**src/hdl/icaf_pkg.sv**
```systemverilog
// ----------------------------------------------------------------------------
// icaf_pkg : shared constants, types and functions of the attitude filter
// Widths of the division, square-root and CORDIC datapaths, register index
// codes, the arctangent table and the signed 32-bit saturation helper.
// ----------------------------------------------------------------------------
`default_nettype none

package icaf_pkg;

  localparam int CORDIC_STEPS = 16;
  localparam int ATAN_LEN     = 24;
  localparam int CORDIC_N     = (CORDIC_STEPS < ATAN_LEN) ? CORDIC_STEPS : ATAN_LEN;

  // Restoring division of a 64-bit numerator, one quotient bit per cycle.
  localparam int DIV_STEPS = 64;
  localparam int DIV_CNT_W = $clog2(DIV_STEPS);
  localparam int DIVR_W    = 18;
  localparam int QUO_W     = 51;
  localparam int INC_W     = QUO_W + 1;

  // Square root of a 48-bit radicand, two radicand bits per cycle.
  localparam int ROOT_W  = 24;
  localparam int RAD_W   = 2 * ROOT_W;
  localparam int SQREM_W = ROOT_W + 3;

  localparam int CRD_W  = 44;
  localparam int ANG_W  = 25;
  localparam int TCNT_W = 5;
  localparam int SAT_W  = 64;
  localparam int WT_W   = 17;

  localparam int CFG_IDX_W = 3;
  localparam logic [CFG_IDX_W-1:0] CFG_BIAS_X = 3'd0;
  localparam logic [CFG_IDX_W-1:0] CFG_BIAS_Y = 3'd1;
  localparam logic [CFG_IDX_W-1:0] CFG_BIAS_Z = 3'd2;
  localparam logic [CFG_IDX_W-1:0] CFG_RANGE  = 3'd3;
  localparam logic [CFG_IDX_W-1:0] CFG_WEIGHT = 3'd4;

  localparam logic [1:0] RNG_131  = 2'd0;
  localparam logic [1:0] RNG_65_5 = 2'd1;
  localparam logic [1:0] RNG_32_8 = 2'd2;
  localparam logic [1:0] RNG_16_4 = 2'd3;

  typedef logic signed [INC_W-1:0] inc_t;
  typedef logic signed [ANG_W-1:0] ang_t;

  localparam ang_t NINETY_Q16 = 25'sd5898240;

  localparam logic signed [SAT_W-1:0] S32_MAX = 64'sd2147483647;
  localparam logic signed [SAT_W-1:0] S32_MIN = -64'sd2147483648;

  // Sensitivity in tenths of an LSB per deg/s, times 100 for the millisecond step.
  function automatic logic [DIVR_W-1:0] sens_div(input logic [1:0] rng);
    logic [DIVR_W-1:0] v;
    case (rng)
      RNG_131:  v = 18'd131000;
      RNG_65_5: v = 18'd65500;
      RNG_32_8: v = 18'd32800;
      RNG_16_4: v = 18'd16400;
      default:  v = 18'd131000;
    endcase
    return v;
  endfunction

  // CORDIC arctangent table in degrees, Q16.16.
  function automatic ang_t atan_deg(input logic [TCNT_W-1:0] idx);
    ang_t v;
    case (idx)
      5'd0:    v = 25'sd2949120;
      5'd1:    v = 25'sd1740967;
      5'd2:    v = 25'sd919879;
      5'd3:    v = 25'sd466945;
      5'd4:    v = 25'sd234379;
      5'd5:    v = 25'sd117304;
      5'd6:    v = 25'sd58666;
      5'd7:    v = 25'sd29335;
      5'd8:    v = 25'sd14668;
      5'd9:    v = 25'sd7334;
      5'd10:   v = 25'sd3667;
      5'd11:   v = 25'sd1833;
      5'd12:   v = 25'sd917;
      5'd13:   v = 25'sd458;
      5'd14:   v = 25'sd229;
      5'd15:   v = 25'sd115;
      5'd16:   v = 25'sd57;
      5'd17:   v = 25'sd29;
      5'd18:   v = 25'sd14;
      5'd19:   v = 25'sd7;
      5'd20:   v = 25'sd4;
      5'd21:   v = 25'sd2;
      5'd22:   v = 25'sd1;
      default: v = '0;
    endcase
    return v;
  endfunction

  function automatic logic signed [31:0] sat32(input logic signed [SAT_W-1:0] v);
    logic signed [31:0] r;
    if (v > S32_MAX) begin
      r = 32'sh7FFFFFFF;
    end else if (v < S32_MIN) begin
      r = 32'sh80000000;
    end else begin
      r = v[31:0];
    end
    return r;
  endfunction

endpackage

`default_nettype wire

```
**src/hdl/icaf_gyro_lane.sv**
```systemverilog
// ----------------------------------------------------------------------------
// icaf_gyro_lane : angle increment of one gyro axis
// Removes the bias, multiplies by the elapsed time and divides by the
// sensitivity with a bit-serial restoring divider, rounding to nearest.
// ----------------------------------------------------------------------------
`default_nettype none

module icaf_gyro_lane (
  input  logic                clk_i,
  input  logic                rst_ni,
  input  logic                start_i,
  input  logic signed [15:0]  rate_i,
  input  logic signed [15:0]  bias_i,
  input  logic [31:0]         delta_i,
  input  logic [1:0]          range_i,
  output logic                done_o,
  output icaf_pkg::inc_t      inc_o
);
  import icaf_pkg::*;

  localparam logic [1:0] PH_IDLE = 2'd0;
  localparam logic [1:0] PH_MUL  = 2'd1;
  localparam logic [1:0] PH_DIV  = 2'd2;
  localparam logic [1:0] PH_RND  = 2'd3;

  logic [1:0]           phase_q, phase_d;
  logic [DIV_CNT_W-1:0] cnt_q, cnt_d;
  logic                 done_q, done_d;

  logic                 neg_q;
  logic [15:0]          mag_q;
  logic [31:0]          delta_q;
  logic [DIVR_W-1:0]    divr_q;
  logic [63:0]          num_q;
  logic [DIVR_W-1:0]    rem_q;
  logic [QUO_W-1:0]     quo_q;
  inc_t                 inc_q;

  logic signed [16:0]   diff;
  logic signed [16:0]   diff_neg;
  logic [47:0]          prod;
  logic [DIVR_W:0]      rem_shift;
  logic [DIVR_W:0]      rem_sub;
  logic                 rem_ge;
  logic                 rnd_up;
  logic [QUO_W-1:0]     quo_rnd;
  inc_t                 quo_s;

  assign diff      = $signed({rate_i[15], rate_i}) - $signed({bias_i[15], bias_i});
  assign diff_neg  = -diff;
  assign prod      = mag_q * delta_q;
  assign rem_shift = {rem_q, num_q[63]};
  assign rem_ge    = (rem_shift >= {1'b0, divr_q});
  assign rem_sub   = rem_shift - {1'b0, divr_q};
  assign rnd_up    = ({rem_q, 1'b0} >= {1'b0, divr_q});
  assign quo_rnd   = quo_q + QUO_W'(rnd_up);
  assign quo_s     = $signed({1'b0, quo_rnd});

  always_comb begin
    phase_d = phase_q;
    cnt_d   = cnt_q;
    done_d  = done_q;
    case (phase_q)
      PH_IDLE: begin
        if (start_i) begin
          phase_d = PH_MUL;
          done_d  = 1'b0;
        end
      end
      PH_MUL: begin
        phase_d = PH_DIV;
        cnt_d   = '0;
      end
      PH_DIV: begin
        cnt_d = cnt_q + DIV_CNT_W'(1);
        if (cnt_q == DIV_CNT_W'(DIV_STEPS - 1)) begin
          phase_d = PH_RND;
        end
      end
      PH_RND: begin
        phase_d = PH_IDLE;
        done_d  = 1'b1;
      end
      default: phase_d = PH_IDLE;
    endcase
  end

  always_ff @(posedge clk_i or negedge rst_ni) begin
    if (!rst_ni) begin
      phase_q <= PH_IDLE;
      cnt_q   <= '0;
      done_q  <= 1'b0;
    end else begin
      phase_q <= phase_d;
      cnt_q   <= cnt_d;
      done_q  <= done_d;
    end
  end

  always_ff @(posedge clk_i) begin
    if (start_i) begin
      neg_q   <= diff[16];
      mag_q   <= diff[16] ? diff_neg[15:0] : diff[15:0];
      delta_q <= delta_i;
      divr_q  <= sens_div(range_i);
    end
    case (phase_q)
      PH_MUL: begin
        num_q <= {prod, 16'h0000};
        rem_q <= '0;
        quo_q <= '0;
      end
      PH_DIV: begin
        num_q <= {num_q[62:0], 1'b0};
        rem_q <= rem_ge ? rem_sub[DIVR_W-1:0] : rem_shift[DIVR_W-1:0];
        quo_q <= {quo_q[QUO_W-2:0], rem_ge};
      end
      PH_RND: begin
        inc_q <= neg_q ? -quo_s : quo_s;
      end
      default: ;
    endcase
  end

  assign done_o = done_q;
  assign inc_o  = inc_q;

endmodule

`default_nettype wire

```
**config.mk**
```make
export PLATFORM = sky130hd
export DESIGN_NAME = icaf_gyro_lane
export DESIGN_NICKNAME = d
export VERILOG_FILES = /design/src/hdl/icaf_pkg.sv /design/src/hdl/icaf_gyro_lane.sv
export SDC_FILE = /design/constraint.sdc
export NUM_CORES = 2
export LEC_CHECK = 0
export BUFFER_PORTS_ARGS = -buffer_cell sky130_fd_sc_hd__buf_4
export CORE_MARGIN = 2
export CORE_UTILIZATION = 50
export CTS_BUF_LIST = sky130_fd_sc_hd__clkbuf_8
export CTS_CLUSTER_DIAMETER = 40
export DETAILED_ROUTE_END_ITERATION = 8
export GPL_TIMING_DRIVEN = 0
export HOLD_SLACK_MARGIN = 0.12
export PLACE_DENSITY = 0.67
export SKIP_CTS_REPAIR_TIMING = 1
export SYNTH_ARGS = -nofsm -noshare
export SYNTH_HDL_FRONTEND = slang
export SYNTH_SLANG_ARGS = --single-unit
```
**constraint.sdc**
```tcl
create_clock -name clk_i -period 9.6 [get_ports clk_i]
set_input_delay 0.48 -clock clk_i [delete_from_list [all_inputs] [get_ports clk_i]]
set_output_delay 0.48 -clock clk_i [all_outputs]
set_load 0.005 [all_outputs]
```
## Word level (Yosys, flattened, before mapping)

Index checks and enable logic that the tools add are counted.

- Reduce and logical (&&, ||, !) cells: 6
- Equal/unequal tests: 9
- Mux-type cells: 13
- Add/subtract/negate cells: 6
- Shift-type cells: 0
- Divide/modulo/power cells: 0
- Bitwise gates (word level): 0
- Multiply operators: 1
- Magnitude comparators: 2

Operator list:

| operator | number |
|---|---|
| $pmux W64 S2 | 1 |
| $pmux W51 S2 | 1 |
| $pmux W18 S4 | 1 |
| $neg A51 Y52 | 1 |
| $add A51 B1 Y51 | 1 |
| $mux W51 | 1 |
| $mul A16 B32 Y48 | 1 |
| $ge A19 B18 Y1 | 2 |
| $pmux W18 S2 | 1 |
| $mux W18 | 1 |
| $sub A18 B18 Y18 | 1 |
| $sub A16 B16 Y17 | 1 |
| $mux W16 | 1 |
| $neg A16 Y16 | 1 |
| $pmux W6 S2 | 1 |
| $eq A2 B2 Y1 const B | 4 |
| $pmux W2 S4 | 1 |
| $add A6 B1 Y6 const B | 1 |
| $eq A6 B6 Y1 const B | 1 |
| $eq A2 B1 Y1 const B | 2 |
| $logic_not A2 Y1 | 2 |
| $mux W2 | 2 |
| $ne A2 B2 Y1 const B | 2 |
| $reduce_and A2 Y1 | 2 |
| other kinds (3) | 4 |

- Input bits: 69
- Bits in registers: 261
- Latch bits: 0
- Logic and storage cells: 49
- ROM bits: 0
- Memories: 0
- Bits in writable memories: 0

## Depth between registers and ports, before layout

- Depth after elaboration: 4
- Gate-level depth with buffers: 25

## Worst setup path before layout

OpenSTA, ideal clock, no wires.

- Kind: register to register
- From: register delta_q[11]
- To: register num_q[63], data pin
- Setup time: 261 ps
- Data required time: 9339 ps
- Setup slack: 2716 ps
- Stages on the path, launching flop included: 23
- Data arrival time: 6623 ps
- Path through: edfxtp_1 -> clkbuf_1 -> nand2_1 -> fa_1 -> inv_1 -> fa_1 -> fa_1 -> fa_1 -> fa_1 -> inv_1 -> fa_1 -> inv_1 -> ha_1 -> clkbuf_1 -> a211oi_1 -> nor2_1 -> a311o_1 -> nand2_1 -> or4b_1 -> a221oi_1 -> o311ai_1 -> o211a_1 -> a221o_1

- Word-level cells in the longest chain between the ends: 2

RTL lines:

| item | line | RTL |
|---|---|---|
| start, declared | icaf_gyro_lane.sv:32 | `logic [31:0] delta_q;` |
| start signal, assigned | icaf_gyro_lane.sv:104 | `delta_q <= delta_i;` |
| $mul A16 B32 Y48 | icaf_gyro_lane.sv:51 | `assign prod = mag_q * delta_q;` |
| $pmux W64 S2 | icaf_gyro_lane.sv:107 | `case (phase_q)` |
| end signal, assigned | icaf_gyro_lane.sv:109 | `num_q <= {prod, 16'h0000};` |
| end signal, assigned | icaf_gyro_lane.sv:114 | `num_q <= {num_q[62:0], 1'b0};` |
| end, declared | icaf_gyro_lane.sv:34 | `logic [63:0] num_q;` |

No other way between the ends. The select of a mux whose other input is x is not followed.
A chain may end at the register's enable or synchronous reset.

## Worst setup path after layout

- From: register mag_q[9]
- To: register num_q[63], data pin

- Word-level cells in the longest chain between the ends: 2

RTL lines:

| item | line | RTL |
|---|---|---|
| start, declared | icaf_gyro_lane.sv:31 | `logic [15:0] mag_q;` |
| start signal, assigned | icaf_gyro_lane.sv:103 | `mag_q <= diff[16] ? diff_neg[15:0] : diff[15:0];` |
| $mul A16 B32 Y48 | icaf_gyro_lane.sv:51 |  |
| $pmux W64 S2 | icaf_gyro_lane.sv:107 |  |

No other way between the ends. The select of a mux whose other input is x is not followed.

==> impl_metrics.env <==
export IMPL_fin_cells=4132
export IMPL_dieHeight_um=246
export IMPL_grt_pass1_vias=23900
export IMPL_async_flop_share=0.0386
export IMPL_drcViolationCount=0
export IMPL_grt_max_degree=70
export IMPL_cts_root_buf="clkbuf_8"
export IMPL_yosysMostFrequentCell="inv_1"
export IMPL_crit_type="flop to flop"
export IMPL_slew_violations=0
export IMPL_vias_per_cell=5.53
export IMPL_hpwl_um=62800
export IMPL_hold_ws_ns=0.134
export IMPL_drt_wl_total_um=78800
export IMPL_synthDominantAreaCellType="fa_1"
export IMPL_syn_nets=3760
export IMPL_synthTopCellsByArea="fa_1, edfxtp_1, ha_1"
export IMPL_cts_sinks=233
export IMPL_synth_distinct_cells=88
export IMPL_rsz0062_at_grt="false"
export IMPL_num_rows=88
export IMPL_synth_area_um2=29400
export IMPL_slew_headroom=0.203
export IMPL_die_width_um=246
export IMPL_final_nets=3970
export IMPL_synth_top_area_frac=0.286
export IMPL_worst_pin_slew_ns=1.18
export IMPL_core_area_um2=57900
export IMPL_ctsHtreeMaxLevel=2
export IMPL_maxCapViolCount=0
export IMPL_start_util=0.507
export IMPL_ys_flop_type="edfxtp_1"
export IMPL_outcome="finished, final reports clean"
export IMPL_tns_ns=0
export IMPL_clk_latency_ns=0.68
export IMPL_synth_enable_flop_cells=224
export IMPL_synth_warnings=0
export IMPL_clockBufferDepth=3
export IMPL_drtAntennaViolNets=0
export IMPL_post_place_cells=4000
export IMPL_crit_arrival_ns=9.01
export IMPL_dieArea_um2=60700
export IMPL_cts_tree="built"
export IMPL_vias=22900
export IMPL_finalClockSkew_ns=0.0532
export IMPL_synth_seq_cells=233
export IMPL_timing_final_crit_share=0.900
export IMPL_grt_pass1_wl_um=128000
export IMPL_path_clk_slew_ns=0.05
export IMPL_antenna_found_initial=1
export IMPL_finalSetupViolCount=0
export IMPL_gp_congestion=0.927
export IMPL_period_needed_ns=8.64
export IMPL_cp_required_ns=9.98
export IMPL_synthCells=3112
export IMPL_hp_class="input port to flop"
export IMPL_synth_commonest_cells="inv_1, nand2_1, fa_1, and2_1, edfxtp_1"
export IMPL_area_growth_pct=11.9
export IMPL_cts_made_buffers=51
export IMPL_n_fill_cell=5206
export IMPL_overflow=0
export IMPL_cp_max_fo=10
export IMPL_crit_path_end_kind="flop"
export IMPL_hold_viol_final=0
export IMPL_grt_use_total=0.271
export IMPL_drive_above_1_share=0.0799
export IMPL_final_util=0.567
export IMPL_io_pin_count=122
export IMPL_synth_avg_cell_area_um2=9.44
export IMPL_wl_per_cell_um=19.1
export IMPL_max_freq_mhz=116
export IMPL_ys_seq_area_frac=0.237
export IMPL_start_kind="flop"
export IMPL_first_iter_violations=1577
export IMPL_port_buffers=121
export IMPL_dr_pass1_iters=5
-- critical path, cell delays in order, from the launching register on --
cell and delay (ns):
edfxtp_1 0.78, clkbuf_1 0.71, nand2_1 0.18, fa_1 0.58, inv_1 0.05, fa_1 0.49
inv_1 0.05, fa_1 0.47, inv_1 0.05, fa_1 0.50, fa_1 0.54, inv_1 0.06
fa_1 0.57, inv_1 0.05, ha_1 0.39, a21o_1 0.19, a211o_1 0.28, o211ai_1 0.08
o211ai_1 0.31, or4b_1 0.58, a221oi_1 0.63, o311ai_1 0.29, o211a_1 0.28, a221o_1 0.25
-- cell families (layout without fill, tap and decap cells) --
| kind of cell | Yosys count | in the layout | share of synthesized area |
|---|---|---|---|
| xor gates and xnor gates | 176 | 176 | 0.0525 |
| muxes | 12 | 12 | 0.00430 |
| AOI/OAI and AO/OA | 383 | 383 | 0.0856 |
| buffers and inverters | 670 | 923 | 0.0870 |
| and+or+nand+nor | 1059 | 1059 | 0.180 |
| other | 0 | 2 | 0 |
| adders and majority gates | 579 | 579 | 0.354 |
| DFF | 233 | 233 | 0.237 |
-- cell usage in the layout (no fill, tap or decap), types with 34 or more instances in the layout --
cell | Yosys | routed
a21o_1 | 36 | 36
o21ai_0 | 108 | 108
clkbuf_1 | 131 | 131
clkbuf_8 | 0 | 51
edfxtp_1 | 224 | 224
inv_1 | 516 | 523
fa_1 | 420 | 420
and2_1 | 269 | 269
a21oi_1 | 71 | 71
nor2_1 | 107 | 107
buf_4 | 0 | 121
dlygate4sd3_1 | 0 | 34
nand3_1 | 43 | 43
xor2_1 | 70 | 70
nor3_1 | 36 | 36
xnor2_1 | 106 | 106
nand2_1 | 454 | 454
ha_1 | 159 | 157
-- state kept, by name, indices dropped and copies added (netlist names) --
name     flops
done_o       1
inc_o       52
neg_q        1
quo_q       51
phase_q      2
cnt_q        6
divr_q       6
num_q       48
delta_q     32
mag_q       16
rem_q       18
-- final cells by class --
cell class,count,area (um2),share of cell area
Tap cell,765,957,0.0291
Clock buffer,51,702,0.0214
Timing Repair Buffer,157,1300,0.0395
Antenna cell,2,5.00,0.000152
Clock inverter,45,517,0.0157
Inverter,518,1940,0.0592
Buffer,152,609,0.0185
Multi-Input combinational cell,2209,19900,0.605
Sequential cell,233,6950,0.212
-- metrics by stage --
stage	area (um2)	setup slack (ns)
floorplan	29400	2.72
global placement	31200	1.13
detailed placement	31300	1.08
CTS	32500	1.07
global route	32900	0.683
finish	32900	0.963
-- final timing paths --
kind / startpoint / to / slack, ns / cells past startpoint
setup / recovery: mag_q[9]$_DFFE_PP_ / num_q[63]$_DFFE_PP_ / 0.96 / 23
hold / removal: range_i[0] / divr_q[15]$_DFFE_PP_ / 0.13 / 2
hold reg to reg: num_q[22]$_DFFE_PP_ / num_q[23]$_DFFE_PP_ / 0.53 / 2
setup reg to reg: mag_q[9]$_DFFE_PP_ / num_q[63]$_DFFE_PP_ / 0.96 / 23
min in group asynchronous: rst_ni / cnt_q[4]$_DFFE_PN0P_ / 0.17 / 2
max in group asynchronous: rst_ni / cnt_q[0]$_DFFE_PN0P_ / 9.23 / 2
-- metal layers --
layer	track usage	routed length, um	vias to the layer above
li1	-	-	10400
met5	0	0	-
met3	0.0393	5260	192
met1	0.364	33600	11400
met2	0.437	36100	840
met4	0.122	3870	0
Power is left out: the tool's default activity adds up to more than one toggle a clock period on the data nets, which glitch-free logic cannot reach.
