### config.mk
export PLATFORM = sky130hd
export DESIGN_NAME = icaf_tilt_lane
export DESIGN_NICKNAME = d
export VERILOG_FILES = /design/src/hdl/icaf_pkg.sv /design/src/hdl/icaf_tilt_lane.sv
export SDC_FILE = /design/constraint.sdc
export NUM_CORES = 2
export LEC_CHECK = 0
export BUFFER_PORTS_ARGS = -buffer_cell sky130_fd_sc_hd__buf_2
export CORE_MARGIN = 2
export CORE_UTILIZATION = 40
export CTS_BUF_LIST = sky130_fd_sc_hd__clkbuf_2 sky130_fd_sc_hd__clkbuf_4 sky130_fd_sc_hd__clkbuf_8
export DETAILED_ROUTE_END_ITERATION = 8
export PLACE_DENSITY_LB_ADDON = 0.3
export SLEW_MARGIN = 20
export SYNTH_ARGS = -nofsm -noshare
export SYNTH_HDL_FRONTEND = slang
export SYNTH_SLANG_ARGS = --single-unit
### constraint.sdc
create_clock -name clk_i -period 6.5 [get_ports clk_i]
set_input_delay 0.325 -clock clk_i [delete_from_list [all_inputs] [get_ports clk_i]]
set_output_delay 0.325 -clock clk_i [all_outputs]
set_load 0.01 [all_outputs]
### src/hdl/icaf_pkg.sv
// ----------------------------------------------------------------------------
// icaf_pkg : shared constants, types and functions of the attitude filter
// Widths of the division, square-root and CORDIC datapaths, register index
// codes, the arctangent table and the signed 32-bit saturation helper.
// ----------------------------------------------------------------------------
`default_nettype none

package icaf_pkg;

  localparam int CORDIC_STEPS = 16;
  localparam int ATAN_LEN     = 24;
  localparam int CORDIC_N     = (CORDIC_STEPS < ATAN_LEN) ? CORDIC_STEPS : ATAN_LEN;

  // Restoring division of a 64-bit numerator, one quotient bit per cycle.
  localparam int DIV_STEPS = 64;
  localparam int DIV_CNT_W = $clog2(DIV_STEPS);
  localparam int DIVR_W    = 18;
  localparam int QUO_W     = 51;
  localparam int INC_W     = QUO_W + 1;

  // Square root of a 48-bit radicand, two radicand bits per cycle.
  localparam int ROOT_W  = 24;
  localparam int RAD_W   = 2 * ROOT_W;
  localparam int SQREM_W = ROOT_W + 3;

  localparam int CRD_W  = 44;
  localparam int ANG_W  = 25;
  localparam int TCNT_W = 5;
  localparam int SAT_W  = 64;
  localparam int WT_W   = 17;

  localparam int CFG_IDX_W = 3;
  localparam logic [CFG_IDX_W-1:0] CFG_BIAS_X = 3'd0;
  localparam logic [CFG_IDX_W-1:0] CFG_BIAS_Y = 3'd1;
  localparam logic [CFG_IDX_W-1:0] CFG_BIAS_Z = 3'd2;
  localparam logic [CFG_IDX_W-1:0] CFG_RANGE  = 3'd3;
  localparam logic [CFG_IDX_W-1:0] CFG_WEIGHT = 3'd4;

  localparam logic [1:0] RNG_131  = 2'd0;
  localparam logic [1:0] RNG_65_5 = 2'd1;
  localparam logic [1:0] RNG_32_8 = 2'd2;
  localparam logic [1:0] RNG_16_4 = 2'd3;

  typedef logic signed [INC_W-1:0] inc_t;
  typedef logic signed [ANG_W-1:0] ang_t;

  localparam ang_t NINETY_Q16 = 25'sd5898240;

  localparam logic signed [SAT_W-1:0] S32_MAX = 64'sd2147483647;
  localparam logic signed [SAT_W-1:0] S32_MIN = -64'sd2147483648;

  // Sensitivity in tenths of an LSB per deg/s, times 100 for the millisecond step.
  function automatic logic [DIVR_W-1:0] sens_div(input logic [1:0] rng);
    logic [DIVR_W-1:0] v;
    case (rng)
      RNG_131:  v = 18'd131000;
      RNG_65_5: v = 18'd65500;
      RNG_32_8: v = 18'd32800;
      RNG_16_4: v = 18'd16400;
      default:  v = 18'd131000;
    endcase
    return v;
  endfunction

  // CORDIC arctangent table in degrees, Q16.16.
  function automatic ang_t atan_deg(input logic [TCNT_W-1:0] idx);
    ang_t v;
    case (idx)
      5'd0:    v = 25'sd2949120;
      5'd1:    v = 25'sd1740967;
      5'd2:    v = 25'sd919879;
      5'd3:    v = 25'sd466945;
      5'd4:    v = 25'sd234379;
      5'd5:    v = 25'sd117304;
      5'd6:    v = 25'sd58666;
      5'd7:    v = 25'sd29335;
      5'd8:    v = 25'sd14668;
      5'd9:    v = 25'sd7334;
      5'd10:   v = 25'sd3667;
      5'd11:   v = 25'sd1833;
      5'd12:   v = 25'sd917;
      5'd13:   v = 25'sd458;
      5'd14:   v = 25'sd229;
      5'd15:   v = 25'sd115;
      5'd16:   v = 25'sd57;
      5'd17:   v = 25'sd29;
      5'd18:   v = 25'sd14;
      5'd19:   v = 25'sd7;
      5'd20:   v = 25'sd4;
      5'd21:   v = 25'sd2;
      5'd22:   v = 25'sd1;
      default: v = '0;
    endcase
    return v;
  endfunction

  function automatic logic signed [31:0] sat32(input logic signed [SAT_W-1:0] v);
    logic signed [31:0] r;
    if (v > S32_MAX) begin
      r = 32'sh7FFFFFFF;
    end else if (v < S32_MIN) begin
      r = 32'sh80000000;
    end else begin
      r = v[31:0];
    end
    return r;
  endfunction

endpackage

`default_nettype wire

### src/hdl/icaf_tilt_lane.sv
// ----------------------------------------------------------------------------
// icaf_tilt_lane : accelerometer tilt angle of one axis
// Forms a^2 + b^2, takes its square root digit by digit and runs a CORDIC
// in vectoring mode to give atan(num / root) in degrees, Q16.16.
// ----------------------------------------------------------------------------
`default_nettype none

module icaf_tilt_lane (
  input  logic                clk_i,
  input  logic                rst_ni,
  input  logic                start_i,
  input  logic signed [16:0]  num_i,
  input  logic signed [15:0]  a_i,
  input  logic signed [15:0]  b_i,
  output logic                done_o,
  output icaf_pkg::ang_t      tilt_o
);
  import icaf_pkg::*;

  localparam logic [2:0] PH_IDLE = 3'd0;
  localparam logic [2:0] PH_SQ   = 3'd1;
  localparam logic [2:0] PH_SUM  = 3'd2;
  localparam logic [2:0] PH_ROOT = 3'd3;
  localparam logic [2:0] PH_PREP = 3'd4;
  localparam logic [2:0] PH_CRD  = 3'd5;

  logic [2:0]              phase_q, phase_d;
  logic [TCNT_W-1:0]       cnt_q, cnt_d;
  logic                    done_q, done_d;

  logic signed [16:0]      num_q;
  logic signed [15:0]      a_q, b_q;
  logic [31:0]             sqa_q, sqb_q;
  logic [RAD_W-1:0]        rad_q;
  logic [ROOT_W-1:0]       root_q;
  logic [SQREM_W-1:0]      srem_q;
  logic signed [CRD_W-1:0] x_q, y_q;
  ang_t                    z_q;

  logic signed [31:0]      sqa_w, sqb_w;
  logic [31:0]             sum_w;
  logic                    sum_zero;
  logic [SQREM_W-1:0]      rem2, trial;
  logic                    root_ge;
  logic signed [CRD_W-1:0] dx, dy;
  ang_t                    step_ang;

  assign sqa_w    = a_q * a_q;
  assign sqb_w    = b_q * b_q;
  assign sum_w    = sqa_q + sqb_q;
  assign sum_zero = (sum_w == '0);
  assign rem2     = {srem_q[SQREM_W-3:0], rad_q[RAD_W-1 -: 2]};
  assign trial    = {1'b0, root_q, 2'b01};
  assign root_ge  = (rem2 >= trial);
  assign dx       = x_q >>> cnt_q;
  assign dy       = y_q >>> cnt_q;
  assign step_ang = atan_deg(cnt_q);

  always_comb begin
    phase_d = phase_q;
    cnt_d   = cnt_q;
    done_d  = done_q;
    case (phase_q)
      PH_IDLE: begin
        if (start_i) begin
          phase_d = PH_SQ;
          done_d  = 1'b0;
        end
      end
      PH_SQ: phase_d = PH_SUM;
      PH_SUM: begin
        cnt_d = '0;
        if (sum_zero) begin
          phase_d = PH_IDLE;
          done_d  = 1'b1;
        end else begin
          phase_d = PH_ROOT;
        end
      end
      PH_ROOT: begin
        cnt_d = cnt_q + TCNT_W'(1);
        if (cnt_q == TCNT_W'(ROOT_W - 1)) begin
          phase_d = PH_PREP;
        end
      end
      PH_PREP: begin
        phase_d = PH_CRD;
        cnt_d   = '0;
      end
      PH_CRD: begin
        cnt_d = cnt_q + TCNT_W'(1);
        if (cnt_q == TCNT_W'(CORDIC_N - 1)) begin
          phase_d = PH_IDLE;
          done_d  = 1'b1;
        end
      end
      default: phase_d = PH_IDLE;
    endcase
  end

  always_ff @(posedge clk_i or negedge rst_ni) begin
    if (!rst_ni) begin
      phase_q <= PH_IDLE;
      cnt_q   <= '0;
      done_q  <= 1'b0;
    end else begin
      phase_q <= phase_d;
      cnt_q   <= cnt_d;
      done_q  <= done_d;
    end
  end

  always_ff @(posedge clk_i) begin
    if (start_i) begin
      num_q <= num_i;
      a_q   <= a_i;
      b_q   <= b_i;
    end
    case (phase_q)
      PH_SQ: begin
        sqa_q <= sqa_w;
        sqb_q <= sqb_w;
      end
      PH_SUM: begin
        // A zero denominator gives a right angle signed by the numerator, or zero for a zero numerator.
        if (num_q > 17'sd0) begin
          z_q <= NINETY_Q16;
        end else if (num_q < 17'sd0) begin
          z_q <= -NINETY_Q16;
        end else begin
          z_q <= '0;
        end
        rad_q  <= {sum_w, 16'h0000};
        root_q <= '0;
        srem_q <= '0;
      end
      PH_ROOT: begin
        rad_q  <= {rad_q[RAD_W-3:0], 2'b00};
        srem_q <= root_ge ? (rem2 - trial) : rem2;
        root_q <= {root_q[ROOT_W-2:0], root_ge};
      end
      PH_PREP: begin
        x_q <= $signed({{(CRD_W - ROOT_W - 16){1'b0}}, root_q, 16'h0000});
        y_q <= $signed({{(CRD_W - 17 - 24){num_q[16]}}, num_q, 24'h000000});
        z_q <= '0;
      end
      PH_CRD: begin
        if (!y_q[CRD_W-1]) begin
          x_q <= x_q + dy;
          y_q <= y_q - dx;
          z_q <= z_q + step_ang;
        end else begin
          x_q <= x_q - dy;
          y_q <= y_q + dx;
          z_q <= z_q - step_ang;
        end
      end
      default: ;
    endcase
  end

  assign done_o = done_q;
  assign tilt_o = z_q;

endmodule

`default_nettype wire

Word-level counts from Yosys, hierarchy flattened

Memories as Yosys holds them, arrays and structs flattened.
Index checks and enable logic that the tools add are counted.

Register bits after elaboration: 332
Memories kept: 1
Bits in read-only memories: 704
Word-level logic and storage cells: 75
Input port bits: 52

Equality and inequality tests: 11
Reduce and logical (&&, ||, !) cells: 11
Muxes and demuxes: 22
Add/subtract/negate cells: 9
Multiply operators: 2
Order comparisons: 3
Shift-type cells: 2

Memories:

| name            | depth | bits a word | read ports | clocked after memory_dff | wr ports | line           | source |
|---|---|---|---|---|---|---|---|
| (no name shown) | 32    | 22          | 1          | 0                        | 0        | icaf_pkg.sv:68 | `case (idx)` |

Operator list:

| cell                | number |
|---|---|
| $pmux 44 s2         | 2 |
| $mux 25             | 4 |
| $pmux 48 s2         | 1 |
| $add 44x44->44      | 2 |
| $mux 44             | 2 |
| $sshr 44x5->44      | 2 |
| $sub 44x44->44      | 2 |
| $pmux 25 s3         | 1 |
| $mul 16x16->32      | 2 |
| $pmux 25 s2         | 1 |
| $sub 25x25->25      | 2 |
| $pmux 24 s2         | 1 |
| $add 32x32->32      | 1 |
| $logic_not 32->1    | 1 |
| $ge 27x26->1        | 1 |
| $add 25x25->25      | 1 |
| $pmux 3 s6          | 1 |
| $gt 17x1->1 const B | 1 |
| $lt 17x1->1 const B | 1 |
| $pmux 5 s2          | 1 |
| $mux 3              | 3 |
| $ne 2x2->1 const B  | 4 |
| $eq 3x2->1 const B  | 2 |
| $eq 3x3->1 const B  | 2 |
| other kinds (13)    | 19 |

Depth between registers and ports, before layout

Word-level depth: 4
Mapped depth: 30
Depth with buffers taken out: 26

Worst setup path before layout

OpenSTA, ideal clock, no wires.

Path kind: register to register
From: reg phase_q[2]
To: reg z_q[0], in the netlist tilt_o[0] (enable)
Slack: -0.213 ns
Cell stages (with the launch flop): 5
Library setup time: 0.442 ns
Path buffers: 1
Period minus slack after synthesis: 6.713 ns
Required time: 6.058 ns
Arrival: 6.271 ns
Cell sequence: dfrtp_1 -> clkbuf_1 -> nor2_1 -> inv_1 -> o21ai_0

Cells in the longest elaborated chain, start to end: 2
Elaborated cells between the ends (all ways): 4
Classes of those cells: 3 x eq/ne; 1 x reduce/logical

RTL lines:

| item                                            | line                  | source |
|---|---|---|
| start: declaration                              | icaf_tilt_lane.sv:27  | `logic [2:0] phase_q, phase_d;` |
| start signal: assignment                        | icaf_tilt_lane.sv:107 | `phase_q <= phase_d;` |
| $eq 3x3->1 / $eq 3x2->1 (equally long branches) | icaf_tilt_lane.sv:119 | `case (phase_q)` |
| $reduce_bool 3->1 (no line) (*)                 | --                    |  |
| end signal: assignment                          | icaf_tilt_lane.sv:129 | `z_q <= -NINETY_Q16;` |
| end signal: assignment                          | icaf_tilt_lane.sv:151 | `z_q <= z_q + step_ang;` |
| end signal: assignment                          | icaf_tilt_lane.sv:155 | `z_q <= z_q - step_ang;` |
| end: declaration                                | icaf_tilt_lane.sv:38  | `ang_t z_q;` |

Every way passes the cells marked *; elsewhere a longest branch is shown, timed or not.
A chain may end at the register's enable or synchronous reset.

Final worst setup path

From: reg cnt_q[0]
To: reg x_q[42] (data pin)

Cells in the longest elaborated chain, start to end: 4
Elaborated cells between the ends (all ways): 5
Classes of those cells: 2 x add/sub; 1 x shift; 2 x mux

RTL lines:

| item                                                    | line                                         | source |
|---|---|---|
| start: declaration                                      | icaf_tilt_lane.sv:28                         | `logic [TCNT_W-1:0] cnt_q, cnt_d;` |
| start signal: assignment                                | icaf_tilt_lane.sv:108                        | `cnt_q <= cnt_d;` |
| $sshr 44x5->44 (*)                                      | icaf_tilt_lane.sv:56                         | `assign dy = y_q >>> cnt_q;` |
| $add 44x44->44 / $sub 44x44->44 (equally long branches) | icaf_tilt_lane.sv:149, icaf_tilt_lane.sv:153 |  |
| $mux 44 (*)                                             | icaf_tilt_lane.sv:148                        | `if (!y_q[CRD_W-1]) begin` |
| $pmux 44 s2 (*)                                         | icaf_tilt_lane.sv:119                        |  |
| end signal: assignment                                  | icaf_tilt_lane.sv:143                        | `x_q <= $signed({{(CRD_W - ROOT_W - 16){1'b0}}, root_q, 16'h0000});` |
| end signal: assignment                                  | icaf_tilt_lane.sv:149                        | `x_q <= x_q + dy;` |
| end signal: assignment                                  | icaf_tilt_lane.sv:153                        | `x_q <= x_q - dy;` |
| end: declaration                                        | icaf_tilt_lane.sv:37                         | `logic signed [CRD_W-1:0] x_q, y_q;` |

Marks and branches as above.

==> summary.txt <==
Global route
  • Global route overflow: 0
  • Number of antenna violations at the first check in global routing: 2
  • Vias in the first global route: 38000
  • Overall fraction of global-route tracks in use: 21.7%
  • Pin count of the biggest net entering global routing: 86
  • Global-route wire length before repair: 204000 um

Floorplan
  • Core Area: 115000 um^2
  • Area enclosed by the die boundary: 119000 um^2
  • Number of top-level pins: 78
  • Y dimension of the die: 344 um
  • Die span in x: 344 um
  • Initial cell density of the core: 40.4%
  • Site Rows: 124

Worst setup path
  • Critical setup path kind: flip-flop to flip-flop
  • End of the worst register-to-register path: x_q[42]
  • Depth of the most critical reg-to-reg path: 24
  • Critical path data arrival time: 6.85 ns
  • Reg-to-reg critical path startpoint: cnt_q[0]
  • Highest fanout seen on the critical path: 10
  • Nature of the critical path endpoint: flip-flop
  • Required arrival time at the worst endpoint: 7.05 ns
  • Worst reg-to-reg setup slack: 0.20 ns
  • Type of origin of the critical path: flip-flop

Detailed routing
  • First DRT Iteration DRCs: 2606
  • Post-DR vias/cell: 5.43
  • Detailed Routing Iterations Pass 1: 5
  • Total number of vias: 38000
  • Routed wire length per instance: 18.6 um
  • DRT Wirelength: 130000 um
  • Final antenna-violating net count: 0
  • Detailed-route DRC error count: 0

Yosys
  • Sequential area share after synthesis: 20.2%
  • Top cell type's share of synthesized area: 20.3%
  • Cells after Synth: 4986
  • Biggest area contributors in the synthesized netlist: sky130_fd_sc_hd__fa_1 (20%), sky130_fd_sc_hd__edfxtp_1 (20%), sky130_fd_sc_hd__ha_1 (9.7%)
  • Mapped Area: 46300 um^2
  • Nets in the synthesized netlist: 5866
  • Post-synthesis average cell area: 9.29 um^2
  • Cell taking the most area after synthesis: sky130_fd_sc_hd__fa_1
  • Ys Warns: 0
  • Number of synthesized flops with an enable pin: 305
  • Ys flop type: sky130_fd_sc_hd__edfxtp_1
  • Library cells used by synthesis: 110
  • Post-synthesis register bit count: 314
  • Post-synth ARST share: 2.87%

STA
  • Post-Route Skew: 0.0177 ns
  • Final number of max-transition violations: 0
  • Period minus WS final: 6.30 ns
  • Highest clock frequency the design can meet: 159 MHz
  • Final Hold Fails: 0
  • Portion of the clock cycle consumed by the worst path in the final layout: 97.0%
  • Max-Slew Margin vs Limit: 40.6%
  • Setup repair after global routing missed its margin: true
  • Worst-margin pin slew: 0.891 ns
  • Final setup vio count: 0

Finish
  • FF/Latch Area: 9400 um^2
  • Final Cell Area: 53500 um^2
  • Number of nets in the layout: 6302
  • Multi-input gate area in the final layout: 33700 um^2
  • Area growth from synthesis to layout: 15.5%
  • Fillers: 11000
  • Proportion of layout cells with a drive suffix above 1: 17.1%

Clock network
  • Number of H-tree levels: 2
  • Number of buffers added by the clock tree synthesis step: 60
  • Clock latency on the worst-skew pair: 0.73 ns
  • Clock tree from TritonCTS: done
  • Clock transition time at the flip-flop clock pins of the worst setup and hold paths: 0.06 ns
  • Maximum count of clock buffers along a single path: 3
  • Clock sinks: 314
  • Clock tree root driver cell: sky130_fd_sc_hd__clkbuf_8

Placed design
  • Post-detailed-placement cell area: 50900 um^2
  • Port Buffers: 77
  • Weighted congestion reported at the end of routability-driven placement: 0.963
  • HPWL Detailed: 104000 um

Run status
  • Run status: complete, no violations

Run
  • Maximum capacitance violations: 0

Hold path
  • Path type of the worst min-delay path: input port to async pin
timing repair:
item                       in CTS  in global routing
cloned                          0                  3
resized for setup               2                131
hold endpoints to repair       58                  0
buffers inserted                2                 37
pin swaps                       1                 51
setup endpoints to repair       4                 42
hold buffers                   50                  0
cells by family (layout without fill, tap and decap cells):
logic type / count (synthesis) / after routing / synth area share [%]
adder cells (fa/ha/maj): 828 / 828 / 30.0
AND/OR/NAND/NOR: 1361 / 1361 / 14.1
flip-flops: 314 / 314 / 20.2
multiplexers: 255 / 255 / 8.40
AO/OA/AOI/OAI: 982 / 982 / 13.6
buffers and inverters: 947 / 1432 / 8.06
other: 0 / 2 / 0
XOR/XNOR: 299 / 299 / 5.65
cells in the final DEF (no fill, tap or decap), drive strengths merged, types with 98 or more instances in the layout:
cell    count
inv       745
buf       520
fa        470
nand2     437
nor2      383
ha        358
edfxtp    305
a21oi     266
o21ai     238
xnor2     182
xor2      117
nor3      114
a21o      101
and2      100
mux4       98
area by class of cell:
| cell class | count | area share, % |
|---|---|---|
| flip-flops and latches | 314 | 17.6 |
| diodes | 2 | 0.00935 |
| well taps | 1512 | 3.53 |
| clock inverters | 30 | 0.461 |
| clock buffers | 81 | 1.86 |
| repair buffers | 572 | 8.42 |
| inverters | 749 | 5.26 |
| multi-input cells | 3725 | 62.9 |
layer usage:
| metal | share of wire, % | track usage [%] | up-vias |
|---|---|---|---|
| li1 | - | - | 18000 |
| met1 | 42 | 27.5 | 18700 |
| met2 | 50 | 38.3 | 1020 |
| met3 | 5.3 | 2.99 | 221 |
| met4 | 3.1 | 6.28 | 2 |
| met5 | 0.0062 | 0 | - |
cells in the mapped netlist, types with 40 or more instances:
master                       n
sky130_fd_sc_hd__a21oi_1   266
sky130_fd_sc_hd__a21o_1    101
sky130_fd_sc_hd__nand2_1   436
sky130_fd_sc_hd__fa_1      470
sky130_fd_sc_hd__inv_1     741
sky130_fd_sc_hd__ha_1      358
sky130_fd_sc_hd__o21a_1     40
sky130_fd_sc_hd__mux4_2     91
sky130_fd_sc_hd__a31oi_1    46
sky130_fd_sc_hd__o21ai_0   225
sky130_fd_sc_hd__mux2_2     56
sky130_fd_sc_hd__xor2_1    117
sky130_fd_sc_hd__edfxtp_1  305
sky130_fd_sc_hd__xnor2_1   182
sky130_fd_sc_hd__nor2_1    382
sky130_fd_sc_hd__nor3_1    110
sky130_fd_sc_hd__and3_1     45
sky130_fd_sc_hd__clkbuf_1  144
sky130_fd_sc_hd__mux2i_1    97
sky130_fd_sc_hd__nand3_1    65
sky130_fd_sc_hd__and2_1     98
worst max path at each step:
stage             start   endpoint  slack [ns]  cells past startpoint
2_1_floorplan   b_q[15]  sqb_q[31]        0.08                     24
3_3_place_gp     b_q[8]  sqb_q[30]     -0.0004                     20
3_5_place_dp     b_q[7]  sqb_q[31]       -0.04                     20
4_1_cts          a_q[9]  sqa_q[30]      0.0005                     22
5_1_grt        cnt_q[0]    y_q[40]       -0.08                     26
6_report       cnt_q[0]    x_q[42]        0.20                     24
state kept, by name (all words and copies together), names as in the netlist, 17 cells and up:
register,cells
num_q,17
srem_q,25
sqa_q,31
root_q,24
tilt_o,25
sqb_q,31
x_q,44
y_q,44
rad_q,32
stage by stage:
step | setup TNS, ns | util (%) | worst slack [ns] | hold slack [ns] | cells
after CTS | 0 | 45.9 | 0.000504 | 0.0647 | 6943
final | 0 | 46.7 | 0.197 | 0.126 | 6985
after floorplan | 0 | - | 0.0768 | 0.0294 | 4986
after global routing | -0.461 | 46.7 | -0.0781 | 0.0940 | 6984
after detailed placement | -0.0942 | 44.4 | -0.0358 | 0.214 | 6780
after global placement | -0.000716 | 44.4 | -0.000417 | 0.214 | 6780
worst max-delay path: stages, from the launching register on:
cell,delay (ns)
sky130_fd_sc_hd__dfrtp_4,0.46
sky130_fd_sc_hd__buf_4,0.15
sky130_fd_sc_hd__clkbuf_16,0.18
sky130_fd_sc_hd__mux4_1,0.61
sky130_fd_sc_hd__mux4_2,0.57
sky130_fd_sc_hd__o22a_1,0.26
sky130_fd_sc_hd__or4b_4,0.54
sky130_fd_sc_hd__nor3_4,0.23
sky130_fd_sc_hd__nand2_2,0.12
sky130_fd_sc_hd__nor3_4,0.21
sky130_fd_sc_hd__buf_4,0.14
sky130_fd_sc_hd__a31oi_1,0.11
sky130_fd_sc_hd__xor2_1,0.18
sky130_fd_sc_hd__o21ai_1,0.17
sky130_fd_sc_hd__ha_1,0.29
sky130_fd_sc_hd__a21o_1,0.17
sky130_fd_sc_hd__a21o_1,0.17
sky130_fd_sc_hd__a21oi_1,0.14
sky130_fd_sc_hd__o21bai_1,0.07
sky130_fd_sc_hd__a21oi_1,0.19
sky130_fd_sc_hd__o211ai_1,0.11
sky130_fd_sc_hd__or3b_2,0.49
sky130_fd_sc_hd__nor3b_1,0.18
sky130_fd_sc_hd__o21a_1,0.18
sky130_fd_sc_hd__nor3_1,0.20
Power is left out: the tool's default activity adds up to more than one toggle a clock period on the data nets, which glitch-free logic cannot reach.
